===== config.mk =====
export PLATFORM = sky130hd
export DESIGN_NAME = bptc_alu
export DESIGN_NICKNAME = d
export VERILOG_FILES = /design/src/hw/rtl/bptc_pkg.sv /design/src/hw/rtl/bptc_alu.sv
export VERILOG_INCLUDE_DIRS = /design/src /design/src/hw/rtl
export SDC_FILE = /design/constraint.sdc
export NUM_CORES = 2
export LEC_CHECK = 0
export BUFFER_PORTS_ARGS = -buffer_cell sky130_fd_sc_hd__clkbuf_2
export CAP_MARGIN = 25
export CORE_MARGIN = 3
export CORE_UTILIZATION = 25
export CTS_CLUSTER_DIAMETER = 50
export DETAILED_ROUTE_END_ITERATION = 12
export PLACE_DENSITY = 0.41
export SLEW_MARGIN = 10
export SYNTH_ARGS = -nofsm -noshare
export SYNTH_HDL_FRONTEND = slang
export SYNTH_SLANG_ARGS = --single-unit

===== constraint.sdc =====
create_clock -name i_clk -period 13.32 [get_ports i_clk]
set_input_delay 0.666 -clock i_clk [delete_from_list [all_inputs] [get_ports i_clk]]
set_output_delay 0.666 -clock i_clk [all_outputs]
set_load 0.1 [all_outputs]

===== src/hw/rtl/assert_macros.svh =====
// Assertion macros shared by the compensation unit RTL.
`ifndef ASSERT_MACROS_SVH
`define ASSERT_MACROS_SVH

// Same-cycle implication, checked out of reset.
`define ASSERT_IMP(label, clk, rst_n, ante, cons) \
    label: assert property (@(posedge clk) disable iff (!rst_n) (ante) |-> (cons)) \
        else $error("assertion failed");

// Next-cycle implication, checked out of reset.
`define ASSERT_NXT(label, clk, rst_n, ante, cons) \
    label: assert property (@(posedge clk) disable iff (!rst_n) (ante) |=> (cons)) \
        else $error("assertion failed");

`endif


===== src/hw/rtl/bptc_pkg.sv =====
// Package with types, constants and the micro-op program of the compensation unit.
package bptc_pkg;

    localparam logic [63:0] C_128000   = 64'd128000;
    localparam logic [63:0] C_1048576  = 64'd1048576;
    localparam logic [63:0] C_3125     = 64'd3125;
    localparam logic [63:0] C_5        = 64'd5;
    localparam logic [63:0] C_128      = 64'd128;
    localparam logic [63:0] C_2_POW_47 = 64'h0000_8000_0000_0000;

    localparam int unsigned PC_W = 6;
    localparam logic [PC_W-1:0] TEMP_PC  = 6'd0;
    localparam logic [PC_W-1:0] PRESS_PC = 6'd13;

    localparam logic [2:0] CFG_TEMP   = 3'd0;
    localparam logic [2:0] CFG_PLOW   = 3'd1;
    localparam logic [2:0] CFG_PHIGH  = 3'd2;
    localparam logic [2:0] CFG_PNINE  = 3'd3;

    typedef enum logic [2:0] {
        OP_ADD, OP_SUB, OP_MUL, OP_ASR, OP_SHL, OP_DIV, OP_ZCHK, OP_DONE
    } t_op;

    typedef enum logic [2:0] {
        DST_V1, DST_V2, DST_P, DST_AUX, DST_X, DST_PS, DST_FT
    } t_dst;

    typedef enum logic [4:0] {
        SRC_ZERO, SRC_V1, SRC_V2, SRC_P, SRC_AUX, SRC_X, SRC_PS, SRC_FTX,
        SRC_ADC, SRC_ADC_SH3, SRC_ADC_SH4, SRC_T1, SRC_T1_SH1, SRC_T2, SRC_T3,
        SRC_P1, SRC_P2, SRC_P3, SRC_P4, SRC_P5, SRC_P6, SRC_P7, SRC_P8, SRC_P9,
        SRC_C5, SRC_C128, SRC_C128000, SRC_C1048576, SRC_C3125, SRC_C2_47
    } t_src;

    typedef struct packed {
        t_op        op;
        t_dst       dst;
        t_src       a;
        t_src       b;
        logic [5:0] sh;
        logic       w32;
    } t_uop;

    typedef struct packed {
        logic       start;
        t_op        op;
        logic [5:0] sh;
    } t_alu_cmd;

    typedef enum logic [1:0] {ALU_IDLE, ALU_MUL, ALU_DIV, ALU_FIX} t_alu_st;
    typedef enum logic [1:0] {SEQ_IDLE, SEQ_ISSUE, SEQ_WAIT, SEQ_OUT} t_seq_st;

    function automatic t_uop mk(t_op op, t_dst dst, t_src a, t_src b,
                                logic [5:0] sh, logic w32);
        t_uop u;
        u.op = op; u.dst = dst; u.a = a; u.b = b; u.sh = sh; u.w32 = w32;
        return u;
    endfunction

    // Temperature program first, pressure program from PRESS_PC.
    function automatic t_uop uop_rom(logic [PC_W-1:0] pc);
        t_uop u;
        case (pc)
            6'd0:  u = mk(OP_SUB, DST_V1, SRC_ADC_SH3, SRC_T1_SH1, 6'd0, 1'b1);
            6'd1:  u = mk(OP_MUL, DST_V1, SRC_V1, SRC_T2, 6'd0, 1'b1);
            6'd2:  u = mk(OP_ASR, DST_V1, SRC_V1, SRC_ZERO, 6'd11, 1'b1);
            6'd3:  u = mk(OP_SUB, DST_V2, SRC_ADC_SH4, SRC_T1, 6'd0, 1'b1);
            6'd4:  u = mk(OP_MUL, DST_V2, SRC_V2, SRC_V2, 6'd0, 1'b1);
            6'd5:  u = mk(OP_ASR, DST_V2, SRC_V2, SRC_ZERO, 6'd12, 1'b1);
            6'd6:  u = mk(OP_MUL, DST_V2, SRC_V2, SRC_T3, 6'd0, 1'b1);
            6'd7:  u = mk(OP_ASR, DST_V2, SRC_V2, SRC_ZERO, 6'd14, 1'b1);
            6'd8:  u = mk(OP_ADD, DST_FT, SRC_V1, SRC_V2, 6'd0, 1'b1);
            6'd9:  u = mk(OP_MUL, DST_P, SRC_FTX, SRC_C5, 6'd0, 1'b1);
            6'd10: u = mk(OP_ADD, DST_P, SRC_P, SRC_C128, 6'd0, 1'b1);
            6'd11: u = mk(OP_ASR, DST_P, SRC_P, SRC_ZERO, 6'd8, 1'b1);
            6'd12: u = mk(OP_DONE, DST_P, SRC_ZERO, SRC_ZERO, 6'd0, 1'b0);
            6'd13: u = mk(OP_SUB, DST_V1, SRC_FTX, SRC_C128000, 6'd0, 1'b0);
            6'd14: u = mk(OP_MUL, DST_AUX, SRC_V1, SRC_V1, 6'd0, 1'b0);
            6'd15: u = mk(OP_MUL, DST_V2, SRC_AUX, SRC_P6, 6'd0, 1'b0);
            6'd16: u = mk(OP_MUL, DST_AUX, SRC_V1, SRC_P5, 6'd0, 1'b0);
            6'd17: u = mk(OP_SHL, DST_AUX, SRC_AUX, SRC_ZERO, 6'd17, 1'b0);
            6'd18: u = mk(OP_ADD, DST_V2, SRC_V2, SRC_AUX, 6'd0, 1'b0);
            6'd19: u = mk(OP_SHL, DST_AUX, SRC_P4, SRC_ZERO, 6'd35, 1'b0);
            6'd20: u = mk(OP_ADD, DST_V2, SRC_V2, SRC_AUX, 6'd0, 1'b0);
            6'd21: u = mk(OP_MUL, DST_AUX, SRC_V1, SRC_V1, 6'd0, 1'b0);
            6'd22: u = mk(OP_MUL, DST_AUX, SRC_AUX, SRC_P3, 6'd0, 1'b0);
            6'd23: u = mk(OP_ASR, DST_AUX, SRC_AUX, SRC_ZERO, 6'd8, 1'b0);
            6'd24: u = mk(OP_MUL, DST_X, SRC_V1, SRC_P2, 6'd0, 1'b0);
            6'd25: u = mk(OP_SHL, DST_X, SRC_X, SRC_ZERO, 6'd12, 1'b0);
            6'd26: u = mk(OP_ADD, DST_V1, SRC_AUX, SRC_X, 6'd0, 1'b0);
            6'd27: u = mk(OP_ADD, DST_V1, SRC_V1, SRC_C2_47, 6'd0, 1'b0);
            6'd28: u = mk(OP_MUL, DST_V1, SRC_V1, SRC_P1, 6'd0, 1'b0);
            6'd29: u = mk(OP_ASR, DST_V1, SRC_V1, SRC_ZERO, 6'd33, 1'b0);
            6'd30: u = mk(OP_ZCHK, DST_V1, SRC_V1, SRC_ZERO, 6'd0, 1'b0);
            6'd31: u = mk(OP_SUB, DST_P, SRC_C1048576, SRC_ADC, 6'd0, 1'b0);
            6'd32: u = mk(OP_SHL, DST_P, SRC_P, SRC_ZERO, 6'd31, 1'b0);
            6'd33: u = mk(OP_SUB, DST_P, SRC_P, SRC_V2, 6'd0, 1'b0);
            6'd34: u = mk(OP_MUL, DST_P, SRC_P, SRC_C3125, 6'd0, 1'b0);
            6'd35: u = mk(OP_DIV, DST_P, SRC_P, SRC_V1, 6'd0, 1'b0);
            6'd36: u = mk(OP_ASR, DST_PS, SRC_P, SRC_ZERO, 6'd13, 1'b0);
            6'd37: u = mk(OP_MUL, DST_AUX, SRC_P9, SRC_PS, 6'd0, 1'b0);
            6'd38: u = mk(OP_MUL, DST_AUX, SRC_AUX, SRC_PS, 6'd0, 1'b0);
            6'd39: u = mk(OP_ASR, DST_V1, SRC_AUX, SRC_ZERO, 6'd25, 1'b0);
            6'd40: u = mk(OP_MUL, DST_V2, SRC_P8, SRC_P, 6'd0, 1'b0);
            6'd41: u = mk(OP_ASR, DST_V2, SRC_V2, SRC_ZERO, 6'd19, 1'b0);
            6'd42: u = mk(OP_ADD, DST_P, SRC_P, SRC_V1, 6'd0, 1'b0);
            6'd43: u = mk(OP_ADD, DST_P, SRC_P, SRC_V2, 6'd0, 1'b0);
            6'd44: u = mk(OP_ASR, DST_P, SRC_P, SRC_ZERO, 6'd8, 1'b0);
            6'd45: u = mk(OP_SHL, DST_AUX, SRC_P7, SRC_ZERO, 6'd4, 1'b0);
            6'd46: u = mk(OP_ADD, DST_P, SRC_P, SRC_AUX, 6'd0, 1'b0);
            default: u = mk(OP_DONE, DST_P, SRC_ZERO, SRC_ZERO, 6'd0, 1'b0);
        endcase
        return u;
    endfunction

endpackage


===== src/hw/rtl/bptc_alu.sv =====
// Shared 64-bit arithmetic unit: add, subtract, shifts, multi-cycle multiply and divide.
module bptc_alu
    import bptc_pkg::*;
(
    input  logic        i_clk,
    input  logic        i_rst_n,
    input  t_alu_cmd    i_cmd,
    input  logic [63:0] i_a,
    input  logic [63:0] i_b,
    output logic        o_done,
    output logic [63:0] o_res
);
`include "assert_macros.svh"

    t_alu_st     r_st, n_st;
    logic [63:0] r_a, r_b, r_acc, r_rem, r_quo, r_res;
    logic [5:0]  r_cnt;
    logic        r_neg, r_done, n_done;

    logic [31:0] w_ma, w_mb;
    logic [63:0] w_prod, w_acc;
    logic [64:0] w_rsh, w_diff;

    // One 32x32 product per cycle; the wrapped 64-bit product sums three partial products.
    assign w_ma   = (r_cnt == 6'd2) ? r_a[63:32] : r_a[31:0];
    assign w_mb   = (r_cnt == 6'd1) ? r_b[63:32] : r_b[31:0];
    assign w_prod = 64'(w_ma) * 64'(w_mb);
    assign w_acc  = (r_cnt == 6'd0) ? w_prod : r_acc + {w_prod[31:0], 32'd0};

    // Restoring division, one quotient bit per cycle.
    assign w_rsh  = {r_rem, r_quo[63]};
    assign w_diff = w_rsh - {1'b0, r_b};

    always_comb begin
        n_st = r_st;
        case (r_st)
            ALU_IDLE: begin
                if (i_cmd.start && i_cmd.op == OP_MUL) n_st = ALU_MUL;
                else if (i_cmd.start && i_cmd.op == OP_DIV) n_st = ALU_DIV;
            end
            ALU_MUL: if (r_cnt == 6'd2) n_st = ALU_IDLE;
            ALU_DIV: if (r_cnt == 6'd63) n_st = ALU_FIX;
            ALU_FIX: n_st = ALU_IDLE;
            default: n_st = ALU_IDLE;
        endcase
    end

    // Add, subtract and the shifts finish straight from idle; multiply at its last step, divide in its fix-up state.
    always_comb begin
        n_done = 1'b0;
        case (r_st)
            ALU_IDLE: n_done = i_cmd.start && (i_cmd.op == OP_ADD || i_cmd.op == OP_SUB ||
                                               i_cmd.op == OP_ASR || i_cmd.op == OP_SHL);
            ALU_MUL:  n_done = (r_cnt == 6'd2);
            ALU_FIX:  n_done = 1'b1;
            default:  n_done = 1'b0;
        endcase
    end

    always_ff @(posedge i_clk) begin
        if (!i_rst_n) begin
            r_st   <= ALU_IDLE;
            r_done <= 1'b0;
            r_cnt  <= '0;
        end else begin
            r_st   <= n_st;
            r_done <= n_done;
            case (r_st)
                ALU_IDLE: begin
                    r_cnt <= '0;
                    if (i_cmd.start) begin
                        case (i_cmd.op)
                            OP_ADD: r_res <= i_a + i_b;
                            OP_SUB: r_res <= i_a - i_b;
                            OP_ASR: r_res <= 64'($signed(i_a) >>> i_cmd.sh);
                            OP_SHL: r_res <= i_a << i_cmd.sh;
                            OP_MUL: begin r_a <= i_a; r_b <= i_b; end
                            OP_DIV: begin
                                r_quo <= i_a[63] ? 64'd0 - i_a : i_a;
                                r_b   <= i_b[63] ? 64'd0 - i_b : i_b;
                                r_neg <= i_a[63] ^ i_b[63];
                                r_rem <= '0;
                            end
                            default: r_res <= r_res;
                        endcase
                    end
                end
                ALU_MUL: begin
                    r_acc <= w_acc;
                    r_cnt <= r_cnt + 6'd1;
                    if (r_cnt == 6'd2) begin
                        r_res <= w_acc;
                    end
                end
                ALU_DIV: begin
                    r_cnt <= r_cnt + 6'd1;
                    if (!w_diff[64]) begin
                        r_rem <= w_diff[63:0];
                        r_quo <= {r_quo[62:0], 1'b1};
                    end else begin
                        r_rem <= w_rsh[63:0];
                        r_quo <= {r_quo[62:0], 1'b0};
                    end
                end
                ALU_FIX: begin
                    r_res <= r_neg ? 64'd0 - r_quo : r_quo;
                end
                default: r_cnt <= '0;
            endcase
        end
    end

    assign o_done = r_done;
    assign o_res  = r_res;

    `ASSERT_IMP(a_done_idle, i_clk, i_rst_n, r_done, r_st == ALU_IDLE)
    `ASSERT_NXT(a_fix_done, i_clk, i_rst_n, r_st == ALU_FIX, r_done)
    `ASSERT_IMP(a_mul_cnt, i_clk, i_rst_n, r_st == ALU_MUL, r_cnt <= 6'd2)

endmodule


Yosys cells after proc, flatten, opt, wreduce, memory -nomap -nowiden --
Index checks and enable logic that the tools add are counted.
Operators by class: shift-type cells 2, bitwise logic cells 1, $add $sub $neg 8, equality and inequality tests 17, reduce and logical (&&, ||, !) cells 21, multipliers 1, multiplexer cells 26
Operators with widths (count):
- $mux W64 | 11
- $pmux W64 S2 | 3
- $pmux W64 S4 | 1
- $pmux W64 S3 | 1
- $sub A1 B64 Y64 const A | 3
- $add A64 B64 Y64 | 2
- $sub A65 B64 Y65 | 1
- $mul A32 B32 Y64 | 1
- $mux W32 | 2
- $shl A64 B6 Y64 | 1
- $sshr A64 B6 Y64 | 1
- $sub A64 B64 Y64 | 1
- $reduce_and A4 Y1 | 4
- $pmux W6 S2 | 1
- $mux W2 | 4
- $ne A2 B2 Y1 const B | 4
- $pmux W2 S4 | 1
- $add A6 B1 Y6 const B | 1
- $eq A3 B2 Y1 const B | 2
- $eq A3 B3 Y1 const B | 2
- $eq A6 B1 Y1 const B | 1
- $eq A6 B2 Y1 const B | 1
- $eq A6 B6 Y1 const B | 1
- $logic_not A6 Y1 | 1
- other kinds (18) | 25
Storage, ports and cells: bits in registers 394, input port bits 140, output and inout port bits 65, word-level logic and storage cells 86

Depth between registers and ports, before layout --
depth in word-level cells 7, mapped depth 43, depth with buffers taken out 39

Worst setup path before layout --
Ideal clock, no wire load.
path type register -> register, start register r_cnt[5], end register r_res[60], in the netlist o_res[60], data pin, path slack 3228 ps, stages on the path, launching flop included 40, library setup time 271 ps, data arrival time 9821 ps, period minus slack after synthesis 10092 ps, buffers on the path 3, data required time 13049 ps, cells stage by stage dfxtp_1 -> nor4_1 -> nand2_1 -> clkbuf_1 -> buf_1 -> o21ai_1 -> clkbuf_1 -> nand2_1 -> fa_1 -> inv_1 -> fa_1 -> fa_1 -> inv_1 -> fa_1 -> inv_1 -> ha_1 -> ha_1 -> fa_1 -> (+4 left out) -> nand3_1 -> nor3b_1 -> a2111oi_0 -> nand2_1 -> a21boi_0 -> o21bai_1 -> xor2_1 -> ha_1 -> a21oi_1 -> nand2b_1 -> or2_2 -> a31oi_1 -> o21a_1 -> nor2_1 -> a22oi_1 -> o211ai_1 -> a222oi_1 -> o21ai_0
Between the ends: cells in the longest elaborated chain, start to end 7, elaborated cells on any way between the ends 10, those cells by class add/sub: 1; mul: 1; eq/ne: 2; mux: 5; reduce/logical: 1
Ends and longest elaborated chain:
- start: declaration | line bptc_alu.sv:17 | logic [5:0] r_cnt;
- start signal: assignment | line bptc_alu.sv:90 | r_cnt <= r_cnt + 6'd1;
- start signal: assignment | line bptc_alu.sv:96 | r_cnt <= r_cnt + 6'd1;
- $eq A6 B2 Y1 or $eq A6 B1 Y1 (tied branches) | line bptc_alu.sv:25, bptc_alu.sv:26
- $mux W32, on equally long branches | line bptc_alu.sv:25, bptc_alu.sv:26
- $mul A32 B32 Y64 | line bptc_alu.sv:27 | assign w_prod = 64'(w_ma) * 64'(w_mb);
- $add A64 B64 Y64 | line bptc_alu.sv:28 | assign w_acc = (r_cnt == 6'd0) ? w_prod : r_acc + {w_prod[31:0], 32'd0};
- $mux W64 (*) | line bptc_alu.sv:28
- named net w_acc[60] | line bptc_alu.sv:21 | logic [63:0] w_prod, w_acc;
- $mux W64 (*) | line bptc_alu.sv:91 | if (r_cnt == 6'd2) begin
- $pmux W64 S3 (*) | line bptc_alu.sv:68 | case (r_st)
- end signal: assignment | line bptc_alu.sv:73 | OP_ADD: r_res <= i_a + i_b;
- end signal: assignment | line bptc_alu.sv:74 | OP_SUB: r_res <= i_a - i_b;
- end signal: assignment | line bptc_alu.sv:92 | r_res <= w_acc;
- end: declaration | line bptc_alu.sv:16 | logic [63:0] r_a, r_b, r_acc, r_rem, r_quo, r_res;
The timed path passes the listed nets; every way through them passes the cells marked *. The select of a mux whose other input is x is not followed. A chain may end at the register's enable or synchronous reset.

Final worst setup path --
start register r_cnt[5], end register r_res[63], in the netlist o_res[63], data pin
Between the ends: cells in the longest elaborated chain, start to end 7, elaborated cells on any way between the ends 10, those cells by class add/sub: 1; mul: 1; eq/ne: 2; mux: 5; reduce/logical: 1
Ends and longest elaborated chain (line):
- $eq A6 B2 Y1 or $eq A6 B1 Y1 (tied branches) | bptc_alu.sv:25, bptc_alu.sv:26
- $mux W32, on equally long branches | bptc_alu.sv:25, bptc_alu.sv:26
- $mul A32 B32 Y64 | bptc_alu.sv:27
- $add A64 B64 Y64 | bptc_alu.sv:28
- $mux W64 (*) | bptc_alu.sv:28
- $mux W64 (*) | bptc_alu.sv:91
- $pmux W64 S3 (*) | bptc_alu.sv:68
Mark *: on every way between the ends. The rest lies on a longest branch, timed or not. The select of a mux whose other input is x is not followed.

==> results by stage <==
Run status:
- The flow ran to the end, and the final reports show no timing, DRC or antenna violations.

Synthesis:
- The number of enable flip-flop cells after synthesis is 385.
- By area, the combinational part of the netlist is dominated by adder cells.
- Summing the areas of all and, or, nand and nor instances in the mapped netlist gives 15.6% of the synthesized area.
- The arithmetic-cell share of the synthesized area counting full adders, half adders and majority gates is 32.8%.
- The sequential area share after synthesis is 16.5%.
- When the netlist entered floorplanning its net count stood at 9746.
- The post-synthesis compound-gate area fraction is 12.9%.
- The cell taking the most area after synthesis is fa_1.
- The synthesized-area fraction occupied by xor and xnor cells is 5.52%.
- The average size of a mapped cell is 8.63 um^2.
- Yosys printed 0 warnings.
- The synthesized design devotes to its leading area cell type 25.2% of total area.
- After synthesis, the netlist uses 82 different library cells.
- Synthesis inferred 394 register bits.
- The mapped netlist covers 0.0714 mm^2.
- By area the synthesized netlist is led by fa_1 (25%), edfxtp_1 (16%), ha_1 (7.6%).
- The instance count of the mapped netlist is 8273.
- The share of flip-flops with an asynchronous set or reset is 0%.
- The fraction of synthesized area in multiplexers is 8.56%.
- In the synthesized netlist the dominant register cell turns out to be edfxtp_1.

Critical path:
- The number of cells on the worst reg-to-reg path is 35.
- The worst setup path is launched from a flop.
- The kind of cell with the highest combined delay on the critical path is adder cells.
- The most frequent cell on the critical path is fa_1.
- The classification of the worst setup path is flop to flop.
- The master of the slowest instance on the critical path is mux2_2.
- At the worst endpoint, the required time is 13800 ps.
- The number of stages on the worst setup path is 35.
- The worst path buffer plus inverter count is 6.
- The nature of the critical path endpoint is a flop.
- On the worst path, the slowest cell contributes a delay of 980 ps.
- For the worst setup path, the data arrival time is 12660 ps.
- Along the worst path, the maximum fanout reaches 45.

Finish:
- The fill cell total of the finished layout is 30500.
- The utilization after layout is 28.0%.
- The fraction of layout cells with a size suffix above 1 is 9.80%.
- The most common cell after layout, fill and taps aside is nand2_1.
- The area growth from synthesis to final layout is 11.0%.
- The total number of nets in the final design is 9675.
- Leaving out fill and tap cells, the most frequent cells in the layout are nand2_1 (1190), inv_1 (1024), fa_1 (899), nor2_1 (896), ha_1 (431).

STA:
- The post-route clock skew is 36.2 ps.
- The final period utilization is 91.4%.
- Setup repair after global routing left no endpoint under its margin.
- Adding up every negative setup slack in the final design gives 0 ps.
- The worst path in the final design needs a cycle of 12180 ps, including I/O delays and setup.
- Final hold analysis gives a worst-case slack of 337 ps.
- The final hold violation count is 0.
- Setup slack on the critical path of the routed design comes to 1140 ps.
- The slew at the pin with the worst max-slew slack is 1140 ps.
- For this run, the top clock speed supported by timing is 0.0821 GHz.
- The worst slew margin relative to its limit is 23.7%.
- The final setup violation count is 0.
- The count of pins over their slew limit is 0.

Route:
- The number of design-rule violations left by the first detailed-router iteration is 6650.
- The number of remaining DRC errors is 0.
- The first detailed-routing pass took 8 iterations.
- Using the TritonRoute via totals, the vias-per-cell ratio works out to 5.32.
- The count of nets left with antenna violations once routing finished came out at 0.
- The count of vias placed by the detailed router is 63900.
- The wire length after detailed routing is 357 mm.
- The routed length per instance is 29.7 um.

Global routing:
- The maximum number of pins on one net before global-route repair is 106.
- For this run the aggregate overflow at the end of global routing stands at 0.
- Global routing used 37.2% of the available met2 tracks.
- The overall routing resource usage is 23.8%.
- The met1 track demand over resource in global routing is 31.8%.
- After global routing, the most crowded layer is met2.
- The number of antenna violations at the first check in global routing is 48.
- The first global-routing pass estimated 496 mm of wire.
- The via count of the first global-routing pass came to 63500.
- The global routing usage on met3 is 3.65%.

Floorplan:
- The die is 540 um wide.
- The I/O pin count is 205.
- Once the floorplan was initialized, standard cells occupied 25.2% of the core.
- The overall die area is 0.292 mm^2.
- The floorplan has 195 rows.
- The total core area is 0.283 mm^2.
- The height of the chip is 540 um.

Clocking:
- The longest clock path from root to sink contains 3 buffers.
- The clock buffer count from CTS is 69.
- The CTS root buffer is clkbuf_16.
- The count of hold-fix buffers inserted at cts is 0.
- Once the clock tree was built, the setup fixing pass inserted 0 buffers.
- Clock-pin slew was measured on the worst setup and hold paths at 50 ps.
- The clock insertion delay at the later pin of the skew report is 690 ps.
- The TritonCTS clock tree is yes.
- The number of gates resized after cts is 0.
- Counting every sink on the clock net gives 394.
- In this run the number of H-tree levels came out at 3.

Job:
- The number of maximum-capacitance constraint violations is 0.

Placed design:
- Before CTS, the worst setup slack after placement is 1320 ps.
- After legalization and detailed placement, the total HPWL measured 283 mm.
- Routability-driven placement finished with a final weighted congestion of 1.00.
- Port buffering added 204 buffers.

Min path:
- In this run the worst hold path is classified as input port to flop.
- Along the worst hold path, the cell count comes to 2.
## layer usage
layer	part of all wire, %	wire length (um)
met1	42	151000
met4	6.0	21400
met3	7.1	25400
met2	44	159000
met5	0.041	145
## metrics by stage
step,cell area [um^2],std cells
global route,79100,12000
global placement,76800,11900
finish,79200,12000
floorplan,71400,8273
CTS,79100,12000
detailed placement,76800,11900
## worst register-to-register path, delay by kind of cell (launching register included)
family / cells / cell delay (ps)
adder cells (fa/ha/maj): 10 / 5080
buffers and inverters: 6 / 720
multiplexers: 1 / 990
AO/OA/AOI/OAI: 8 / 1890
XOR/XNOR: 2 / 820
AND/OR/NAND/NOR: 8 / 2170
flip-flops: 1 / 330
## registers in the layout, summed over array words and instances, names as in the netlist, 2 cells and up
register and count:
r_cnt 6, r_quo 64, r_rem 64, r_b 64, o_res 64, r_acc 64
r_st 2, r_a 64
## synthesized netlist by cell type, types with 10 or more instances
| library cell | count |
|---|---|
| o21bai_1 | 42 |
| a21o_1 | 123 |
| xnor2_1 | 254 |
| nand2b_1 | 67 |
| nor3b_1 | 11 |
| o21ai_0 | 394 |
| nand4_1 | 62 |
| a221o_1 | 16 |
| clkbuf_1 | 482 |
| a31oi_1 | 40 |
| and2_1 | 43 |
| o41ai_1 | 23 |
| o31ai_1 | 62 |
| a21boi_0 | 15 |
| fa_1 | 899 |
| nor3_1 | 84 |
| a2111oi_0 | 10 |
| or3_1 | 30 |
| a221oi_1 | 38 |
| o21a_1 | 36 |
| nand2_1 | 1194 |
| xor2_1 | 193 |
| or4_1 | 31 |
| edfxtp_1 | 385 |
| or2_2 | 13 |
| nor2b_1 | 26 |
| a211oi_1 | 43 |
| o211ai_1 | 34 |
| mux4_2 | 126 |
| mux2_2 | 70 |
| a22oi_1 | 31 |
| inv_1 | 1025 |
| a21oi_1 | 414 |
| nor2_1 | 900 |
| o22ai_1 | 34 |
| o221ai_1 | 25 |
| mux2i_1 | 248 |
| nand3_1 | 70 |
| buf_1 | 46 |
| nor4_1 | 30 |
| and3_1 | 33 |
| o21ai_1 | 16 |
| ha_1 | 434 |
## final timing paths
| path | from | endpoint | slack [ps] |
|---|---|---|---|
| worst min-delay path | i_b[15] | r_b[15] | 340 |
| worst max register to register | r_cnt[5] | o_res[63] | 1140 |
| worst min register to register | r_st[0] | r_st[0] | 570 |
| worst max-delay path | r_cnt[5] | o_res[63] | 1140 |
## final cells by class
type / instances / area [um^2] / share of cell area [%]
antenna: 25 / 62.6 / 0.0790
clock buffer: 72 / 1760 / 2.22
clock inverter: 51 / 539 / 0.681
inverter: 1029 / 3870 / 4.88
multi-input combinational: 6318 / 54100 / 68.3
sequential: 394 / 11700 / 14.8
tap: 3743 / 4680 / 5.91
timing repair buffer: 390 / 2440 / 3.08
## cell families (layout without fill, tap and decap cells)
logic type	after synthesis	in the layout
compound gates	1472	1472
xor+xnor	448	448
fa+ha+maj	1333	1333
buf+inv	1561	1542
flops	394	394
mux	444	444
other cells	0	25
simple gates	2621	2621
Power is not shown: default switching activity piles up to over one toggle a cycle in this logic, so the estimate is an artifact.
